<file path="config.mk">
export PLATFORM = sky130hd
export DESIGN_NAME = euclidean_distance_table
export DESIGN_NICKNAME = d
export VERILOG_FILES = /design/src/rtl/edt_pkg.sv /design/src/rtl/edt_ram.sv /design/src/rtl/edt_sqrt.sv /design/src/rtl/euclidean_distance_table.sv
export SDC_FILE = /design/constraint.sdc
export NUM_CORES = 2
export LEC_CHECK = 0
export ABC_AREA = 1
export BUFFER_PORTS_ARGS = -buffer_cell sky130_fd_sc_hd__buf_4
export CAP_MARGIN = 40
export CORE_MARGIN = 3
export CORE_UTILIZATION = 55
export DETAILED_ROUTE_END_ITERATION = 12
export PLACE_DENSITY_LB_ADDON = 0.1
export SLEW_MARGIN = 25
export SYNTH_ARGS = -nofsm -noshare
export SYNTH_HDL_FRONTEND = slang
export SYNTH_SLANG_ARGS = --single-unit
</file>
<file path="constraint.sdc">
create_clock -name clk -period 7.61 [get_ports clk]
set_input_delay 0.761 -clock clk [delete_from_list [all_inputs] [get_ports clk]]
set_output_delay 0.761 -clock clk [all_outputs]
set_load 0.005 [all_outputs]
</file>
<file path="src/rtl/edt_pkg.sv">
// ----------------------------------------------------------------------------
// edt_pkg
// Shared constants for the Euclidean distance table: field widths, the
// fixed-point format of the distance and the item kind codes.
// ----------------------------------------------------------------------------
package edt_pkg;

  localparam int IDX_W      = 6;
  localparam int COORD_IN_W = 16;
  localparam int DIST_W     = 25;
  localparam int FRAC_BITS  = 8;

  localparam logic [DIST_W-1:0] DIST_MAX = {DIST_W{1'b1}};

  localparam logic KIND_LOAD  = 1'b0;
  localparam logic KIND_QUERY = 1'b1;

endpackage

</file>
<file path="src/rtl/edt_ram.sv">
// ----------------------------------------------------------------------------
// edt_ram
// Generic single-write, single-read synchronous RAM with a registered read.
// ----------------------------------------------------------------------------
module edt_ram #(
  parameter int WIDTH = 32,
  parameter int DEPTH = 64
) (
  input  logic                     clk,
  input  logic                     we,
  input  logic [$clog2(DEPTH)-1:0] waddr,
  input  logic [WIDTH-1:0]         wdata,
  input  logic [$clog2(DEPTH)-1:0] raddr,
  output logic [WIDTH-1:0]         rdata
);

  logic [WIDTH-1:0] mem [DEPTH];

  always_ff @(posedge clk) begin
    if (we) begin
      mem[waddr] <= wdata;
    end
    rdata <= mem[raddr];
  end

endmodule

</file>
<file path="src/rtl/edt_sqrt.sv">
// ----------------------------------------------------------------------------
// edt_sqrt
// Iterative fixed-point square root: floor(2^FRAC_BITS * sqrt(radicand)),
// one result bit per cycle, saturated to the distance width.
// ----------------------------------------------------------------------------
module edt_sqrt #(
  parameter int IN_W = 33
) (
  input  logic                       clk,
  input  logic                       rst,
  input  logic                       start,
  input  logic [IN_W-1:0]            radicand,
  output logic                       done,
  output logic [edt_pkg::DIST_W-1:0] root_out
);

  localparam int STEPS  = (IN_W + 1) / 2 + edt_pkg::FRAC_BITS;
  localparam int ROOT_W = STEPS;
  localparam int REM_W  = ROOT_W + 2;
  localparam int SH_W   = 2 * STEPS;
  localparam int CNT_W  = $clog2(STEPS + 1);
  localparam int EXT_W  = (ROOT_W > edt_pkg::DIST_W) ? ROOT_W : edt_pkg::DIST_W;

  logic              active;
  logic [CNT_W-1:0]  cnt;
  logic [SH_W-1:0]   sh;
  logic [REM_W-1:0]  rem;
  logic [ROOT_W-1:0] root;

  logic [REM_W+1:0]  rem_sh;
  logic [REM_W+1:0]  trial;
  logic [REM_W+1:0]  rem_sub;
  logic              ge;
  logic [REM_W-1:0]  rem_next;
  logic [ROOT_W-1:0] root_next;
  logic [EXT_W-1:0]  root_ext;

  always_comb begin
    rem_sh    = {rem, sh[SH_W-1 -: 2]};
    trial     = (REM_W + 2)'({root, 2'b01});
    rem_sub   = rem_sh - trial;
    ge        = (rem_sh >= trial);
    rem_next  = ge ? rem_sub[REM_W-1:0] : rem_sh[REM_W-1:0];
    root_next = {root[ROOT_W-2:0], ge};
    root_ext  = EXT_W'(root);
  end

  always_ff @(posedge clk) begin
    if (rst) begin
      active <= 1'b0;
      done   <= 1'b0;
      cnt    <= '0;
    end else begin
      done <= active && (cnt == CNT_W'(1));
      if (start) begin
        active <= 1'b1;
        cnt    <= CNT_W'(STEPS);
      end else if (active) begin
        cnt <= cnt - CNT_W'(1);
        if (cnt == CNT_W'(1)) begin
          active <= 1'b0;
        end
      end
    end
  end

  // The radicand is scaled by 2^(2*FRAC_BITS) so that the root carries the
  // fraction bits.
  always_ff @(posedge clk) begin
    if (start) begin
      sh   <= SH_W'(radicand) << (2 * edt_pkg::FRAC_BITS);
      rem  <= '0;
      root <= '0;
    end else if (active) begin
      sh   <= sh << 2;
      rem  <= rem_next;
      root <= root_next;
    end
  end

  assign root_out = (root_ext > EXT_W'(edt_pkg::DIST_MAX)) ? edt_pkg::DIST_MAX
                                                           : edt_pkg::DIST_W'(root);

endmodule

</file>
<file path="src/rtl/euclidean_distance_table.sv">
// Query: distance is strobed by done after two reads of the coordinate RAM, the
// difference, square and sum stages and the iterative square-root unit, which
// yields one root bit per cycle. busy drops with the strobe, and no new item
// is taken while a query is in progress.
// An in-range load is written in its accepting cycle and a new item may follow at once.
// rst is synchronous; the coordinate table is undefined until loaded; no result stalls.
// ----------------------------------------------------------------------------
// euclidean_distance_table
// Table of city coordinates answering Euclidean distance queries between two
// stored cities, as unsigned fixed point with eight fraction bits (zero for an out-of-range index).
// ----------------------------------------------------------------------------
module euclidean_distance_table #(
  parameter int MAX_CITIES = 64,
  parameter int COORD_BITS = 16
) (
  input  logic                           clk,
  input  logic                           rst,
  input  logic                           start,
  output logic                           busy,
  input  logic                           kind,
  input  logic [edt_pkg::IDX_W-1:0]      index_a,
  input  logic [edt_pkg::IDX_W-1:0]      index_b,
  input  logic signed [edt_pkg::COORD_IN_W-1:0] coord_x,
  input  logic signed [edt_pkg::COORD_IN_W-1:0] coord_y,
  output logic                           done,
  output logic [edt_pkg::DIST_W-1:0]     distance
);

  localparam int AW    = $clog2(MAX_CITIES);
  localparam int C     = COORD_BITS;
  localparam int SQ_W  = 2 * C;
  localparam int SUM_W = 2 * C + 1;

  localparam logic [2:0] S_IDLE    = 3'd0;
  localparam logic [2:0] S_FETCH_B = 3'd1;
  localparam logic [2:0] S_DIFF    = 3'd2;
  localparam logic [2:0] S_SQUARE  = 3'd3;
  localparam logic [2:0] S_SUM     = 3'd4;
  localparam logic [2:0] S_ROOT    = 3'd5;

  logic [2:0]                  state;
  logic [2:0]                  state_next;
  logic                        accept;
  logic                        a_out;
  logic                        b_out;
  logic                        oor;
  logic [edt_pkg::IDX_W-1:0]   idx_b;

  logic                        ram_we;
  logic [AW-1:0]               ram_raddr;
  logic [2*C-1:0]              ram_wdata;
  logic [2*C-1:0]              ram_rdata;

  logic signed [C-1:0]         ax;
  logic signed [C-1:0]         ay;
  logic signed [C-1:0]         bx;
  logic signed [C-1:0]         by;
  logic signed [C:0]           diff_x;
  logic signed [C:0]           diff_y;
  logic [C:0]                  mag_x;
  logic [C:0]                  mag_y;
  logic [C-1:0]                dx;
  logic [C-1:0]                dy;
  logic [SQ_W-1:0]             sq_x;
  logic [SQ_W-1:0]             sq_y;
  logic [SUM_W-1:0]            sum;

  logic                        sqrt_start;
  logic                        sqrt_done;
  logic [edt_pkg::DIST_W-1:0]  sqrt_root;

  assign busy   = (state != S_IDLE);
  assign accept = start && !busy;
  assign a_out  = (32'(index_a) >= MAX_CITIES);
  assign b_out  = (32'(index_b) >= MAX_CITIES);

  // Coordinates are taken from their low COORD_BITS bits, zero-filled above.
  assign ram_we    = accept && (kind == edt_pkg::KIND_LOAD) && !a_out;
  assign ram_wdata = {C'($unsigned(coord_x)), C'($unsigned(coord_y))};
  assign ram_raddr = (state == S_IDLE) ? AW'(index_a) : AW'(idx_b);

  edt_ram #(
    .WIDTH (2 * C),
    .DEPTH (MAX_CITIES)
  ) u_coord_ram (
    .clk   (clk),
    .we    (ram_we),
    .waddr (AW'(index_a)),
    .wdata (ram_wdata),
    .raddr (ram_raddr),
    .rdata (ram_rdata)
  );

  always_comb begin
    bx     = $signed(ram_rdata[2*C-1:C]);
    by     = $signed(ram_rdata[C-1:0]);
    diff_x = {ax[C-1], ax} - {bx[C-1], bx};
    diff_y = {ay[C-1], ay} - {by[C-1], by};
    mag_x  = diff_x[C] ? $unsigned(-diff_x) : $unsigned(diff_x);
    mag_y  = diff_y[C] ? $unsigned(-diff_y) : $unsigned(diff_y);
    sum    = SUM_W'(sq_x) + SUM_W'(sq_y);
  end

  always_comb begin
    state_next = state;
    case (state)
      S_IDLE: begin
        if (accept && (kind == edt_pkg::KIND_QUERY)) begin
          state_next = S_FETCH_B;
        end
      end
      S_FETCH_B: state_next = S_DIFF;
      S_DIFF:    state_next = S_SQUARE;
      S_SQUARE:  state_next = S_SUM;
      S_SUM:     state_next = S_ROOT;
      S_ROOT: begin
        if (sqrt_done) begin
          state_next = S_IDLE;
        end
      end
      default:   state_next = S_IDLE;
    endcase
  end

  assign sqrt_start = (state == S_SUM);

  always_ff @(posedge clk) begin
    if (rst) begin
      state <= S_IDLE;
      done  <= 1'b0;
    end else begin
      state <= state_next;
      done  <= (state == S_ROOT) && sqrt_done;
    end
  end

  always_ff @(posedge clk) begin
    if (accept) begin
      idx_b <= index_b;
      oor   <= a_out || b_out;
    end
    if (state == S_FETCH_B) begin
      ax <= $signed(ram_rdata[2*C-1:C]);
      ay <= $signed(ram_rdata[C-1:0]);
    end
    if (state == S_DIFF) begin
      dx <= mag_x[C-1:0];
      dy <= mag_y[C-1:0];
    end
    if (state == S_SQUARE) begin
      sq_x <= dx * dx;
      sq_y <= dy * dy;
    end
    if ((state == S_ROOT) && sqrt_done) begin
      distance <= oor ? '0 : sqrt_root;
    end
  end

  edt_sqrt #(
    .IN_W (SUM_W)
  ) u_sqrt (
    .clk      (clk),
    .rst      (rst),
    .start    (sqrt_start),
    .radicand (sum),
    .done     (sqrt_done),
    .root_out (sqrt_root)
  );

endmodule
</file>
Word level (Yosys, flattened, before mapping). Memory sizes are Yosys's and may differ from the RTL's. A register that Yosys moved wholly into a read port is not among the register bits. Index checks and enable logic that the tools add are counted.

Add/sub/neg operators: 7. Multiply operators: 2. Divide/modulo/power cells: 0. Magnitude comparators: 2. Eq/ne operators: 8. Shift operators: 0. Muxes and demuxes: 16. Bitwise gates (word level): 1. Reductions and logical operators: 11.

Operator list (number): $mux W49 (2); $mul A16 B16 Y32 (2); $sub A16 B16 Y17 (2); $add A32 B32 Y33 (1); $mux W16 (2); $neg A16 Y16 (2); $ge A29 B27 Y1 (1); $mux W27 (1); $sub A27 B27 Y27 (1); $gt A25 B25 Y1 const B (1); $pmux W3 S6 (1); $mux W5 (2); $eq A3 B2 Y1 const B (2); $eq A3 B3 Y1 const B (2); $mux W3 (2); $mux W6 (1); $eq A5 B1 Y1 const B (1); $logic_and A1 B1 Y1 (5); $mux W1 (5); $sub A5 B1 Y5 const B (1); $ne A2 B1 Y1 const B (2); $eq A3 B1 Y1 const B (1); $logic_not A3 Y1 (1); $reduce_bool A3 Y1 (1); other kinds (5) (5).

Register bits: 256. Bits in latches: 0. RAM bits: 2048. ROM bits: 0. Bits of input ports: 48. Output and inout port bits: 27. Word-level logic and storage cells: 66. Memories: 1.

Memories: u_coord_ram.mem (words 64, bits a word 32, rd ports 1, clocked after memory_dff 1, wr ports 1, line edt_ram.sv:17) `logic [WIDTH-1:0] mem [DEPTH];`.

Logic depth before layout (Yosys ltp).
Depth after elaboration: 6. Gate-level depth with buffers: 28. Mapped depth without buffers: 26.

Cells and area by module. A second synthesis with hierarchy kept.

Cell total of the unflattened synthesis: 10682. Area total of the unflattened synthesis: 113267.4 µm².

By module, submodules not included: edt_ram (times used 1, cells each 6769, area each 82738.1 µm², seq. area each 62139.6 µm²); euclidean_distance_table (times used 1, cells each 2994, area each 24488.5 µm², seq. area each 4794.6 µm²); edt_sqrt (times used 1, cells each 919, area each 6040.8 µm², seq. area each 2192.1 µm²).

Worst setup path after synthesis. OpenSTA, ideal clock, no wires.

Kind: register to register. Start: register dx[11]. End: register sq_x[28], data pin. Data arrival time: 5.294 ns. Required time: 7.351 ns. Setup slack: 2.057 ns. Stages on the path, launching flop included: 21. Path buffers: 2. Period minus slack after synthesis: 5.553 ns. Path through: edfxtp_1 > clkbuf_1 > clkbuf_1 > nand2_1 > fa_1 > fa_1 > inv_1 > fa_1 > fa_1 > fa_1 > inv_1 > fa_1 > inv_1 > ha_1 > a21oi_1 > a21boi_0 > o21bai_1 > nand3b_1 > nand2_1 > nand3b_1 > xor2_1.

Word-level cells in the longest chain between the ends: 1.

RTL lines: start: declaration (line euclidean_distance_table.sv:62) `logic [C-1:0] dx;`; start signal: assignment (line euclidean_distance_table.sv:147) `dx <= mag_x[C-1:0];`; $mul A16 B16 Y32 (line euclidean_distance_table.sv:151) `sq_x <= dx * dx;`; end signal: assignment (line euclidean_distance_table.sv:151); end: declaration (line euclidean_distance_table.sv:64) `logic [SQ_W-1:0] sq_x;`.

No other way between the ends. A chain may end at the register's enable or synchronous reset.

Worst setup path after layout.
Start: register dy[6]. End: register sq_y[30], data pin.

Word-level cells in the longest chain between the ends: 1.

RTL lines: start: declaration (line euclidean_distance_table.sv:63) `logic [C-1:0] dy;`; start signal: assignment (line euclidean_distance_table.sv:148) `dy <= mag_y[C-1:0];`; $mul A16 B16 Y32 (line euclidean_distance_table.sv:152) `sq_y <= dy * dy;`; end signal: assignment (line euclidean_distance_table.sv:152); end: declaration (line euclidean_distance_table.sv:65) `logic [SQ_W-1:0] sq_y;`.

No other way between the ends.

==> summary.md <==
| Metric | Value |
|---|---|
| CP Launch Type | flop |
| Avg WL per Cell | 23.1 um |
| Slew Viols, Final | 0 |
| CTS hold repair buffers | 0 |
| CTS tree | done |
| Core Box Area | 0.205 sq mm |
| Routed via count | 74900 |
| WP data required | 8.18 ns |
| Post-route antenna net violation count | 0 |
| Most frequent cells in the layout | edfxtp_1, nand2_1, inv_1, nand3_1, o21ai_0 |
| Critical path class | reg2reg |
| Hpwl dp | 174000 um |
| Slew @ Worst Pin | 0.926 ns |
| Routed vias/inst | 5.76 |
| Status | finished clean |
| TNS Setup | 0 ns |
| Placed Area | 0.117 sq mm |
| Met3 Use GR | 0.0342 |
| Postcts setup bufs | 0 |
| Final Hold Fails | 0 |
| Area grow syn2layout | 9.90% |
| Most used routing layer | met2 |
| Synth warn | 0 |
| CTS resizes | 0 |
| CTS clock-pin slew for the worst setup and hold paths | 0.06 ns |
| RSZ-0062 raised after global routing | false |
| DRT iter0 DRCs | 7294 |
| TritonCTS Buffers | 232 |
| Worst path arrival time | 6.77 ns |
| Sequential share of the synthesized area | 0.610 |
| Final instance area | 0.125 sq mm |
| Syn Inst Count | 10200 |
| Commonest non-fill, non-tap cell in the layout | edfxtp_1 |
| Die height | 460 um |
| Finish-stage setup viols | 0 |
| Initial antenna violation count | 12 |
| Die ar. | 0.212 sq mm |
| Fill count | 16400 |
| FMAX | 161 MHz |
| All-Layer GR Usage | 0.283 |
| Clk_lat worst skew | 0.88 ns |
| Crit end category | flop |
| Max Cap Viol | 0 |
| CTS sink count | 2334 |
| Setup slack after layout | 1.41 ns |
| First-pass GRT wire length | 455000 um |
| Share of cells above drive strength 1 | 0.0826 |
| H-tree lvl count | 4 |
| Die width | 460 um |
| Starting Density | 0.554 |
| Flops & latches, synth | 2334 |
| Met2 usage | 0.471 |
| Mapped Area | 0.113 sq mm |
| Setup WS pre-CTS | 1.42 ns |
| Final-stage net count | 10800 |
| Post-synth top flop | edfxtp_1 |
| Top Ports | 75 |
| Syn_area_per_cell | 11.1 sq um |
| Clk root buf | clkbuf_16 |
| Met1 global-route usage | 0.387 |
| Gr ovfl total | 0 |
| Routed WL | 300000 um |
| Critical Path Fanout Max | 16 |
| Clock Path Buffers | 3 |
| Min Tclk post-route | 6.20 ns |
| Hold Path Class | in2reg |
| Async SR Flop Fraction | 0 |
| Pre-antenna DRT Iters | 5 |
| DR DRC count | 0 |
| Clk_skew | 0.117 ns |
| Syn Nets | 10900 |
| Rel. slew slack | 0.383 |
| Final Cycle Share | 0.815 |
| Vias in the first global route | 74000 |
| Gpl congestion | 0.896 |
| Largest net degree at the start of global routing | 164 |
| Port bufs | 74 |
| Library cells used by synthesis | 48 |
| Finished Core Util | 0.609 |
| Rows | 166 |
| Post-synth EDFFs | 2238 |
state kept, by name, indices dropped and copies added, names as in the netlist, 25 cells and up:
signal             count
u_sqrt.root           25
sq_x                  31
distance              25
u_sqrt.rem            27
u_coord_ram.rdata     32
u_sqrt.sh             34
u_coord_ram.mem     2048
sq_y                  31
cells in the mapped netlist, drive strengths merged, types with 16 or more instances:
cell    count  share of area
clkbuf    307          0.010
a21oi     169         0.0075
nand2    1605          0.053
a22oi      25         0.0017
fa        326          0.058
inv      1523          0.050
buf       248          0.011
or2       202          0.011
nor3       36         0.0016
ha        297          0.033
dfxtp      96          0.017
xor2       95         0.0073
o21ai     931          0.041
edfxtp   2238           0.59
o211ai    533          0.035
a31oi      16        0.00088
nor2      335          0.011
nand4      30         0.0017
nand3    1081          0.048
xnor2      48         0.0037
logic make-up after synthesis:
| logic type | synth area share |
|---|---|
| buf+inv | 0.0716 |
| compound gates | 0.0899 |
| xor+xnor | 0.0110 |
| flops | 0.610 |
| fa+ha+maj | 0.0903 |
| simple gates | 0.127 |
critical path, cell delays in order, from the launching register on:
cell	delay, ns
edfxtp_1	0.86
nand2_1	0.25
fa_1	0.59
inv_1	0.05
fa_1	0.53
fa_1	0.45
fa_1	0.55
fa_1	0.51
inv_1	0.05
fa_1	0.47
inv_1	0.06
ha_1	0.36
a21oi_1	0.32
o21a_1	0.22
nor2_1	0.05
nor2_1	0.15
o21ai_0	0.10
a21oi_1	0.19
nand2_1	0.08
nand2_1	0.06
nand2_1	0.04
worst paths after layout:
path | from | to | slack [ns] | cells past startpoint
hold reg to reg | u_coord_ram.rdata[31] | ax[15] | 0.34 | 0
setup reg to reg | dy[6] | sq_y[30] | 1.41 | 20
hold / removal | index_b[0] | idx_b[0] | 0.11 | 1
setup / recovery | dy[6] | sq_y[30] | 1.41 | 20
final cells by class:
class | instances | area [sq um] | share of cell area
clock inverters | 147 | 1430 | 0.0114
clock buffers | 296 | 6210 | 0.0498
multi-input cells | 5795 | 36700 | 0.295
diodes | 1 | 2.50 | 0.0000201
flip-flops and latches | 2334 | 69100 | 0.555
repair buffers | 221 | 2040 | 0.0163
well taps | 2688 | 3360 | 0.0270
inverters | 1524 | 5740 | 0.0461
routing by layer:
| layer | vias to the layer above | part of all wire | wire length (um) |
|---|---|---|---|
| li1 | 34900 | - | - |
| met1 | 36900 | 0.42 | 126000 |
| met2 | 2525 | 0.48 | 145000 |
| met3 | 566 | 0.062 | 18600 |
| met4 | 12 | 0.037 | 11000 |
| met5 | - | 0.00025 | 75 |
metrics by stage:
| stage | hold slack (ns) | instances |
|---|---|---|
| floorplan | 0.408 | 10200 |
| detailed placement | 0.414 | 12600 |
| global placement | 0.416 | 12500 |
| global route | 0.0690 | 13000 |
| finish | 0.107 | 13000 |
| CTS | 0.0499 | 13000 |
Power is left out: the tool's default activity adds up to more than one toggle a clock period on the data nets, which glitch-free logic cannot reach.
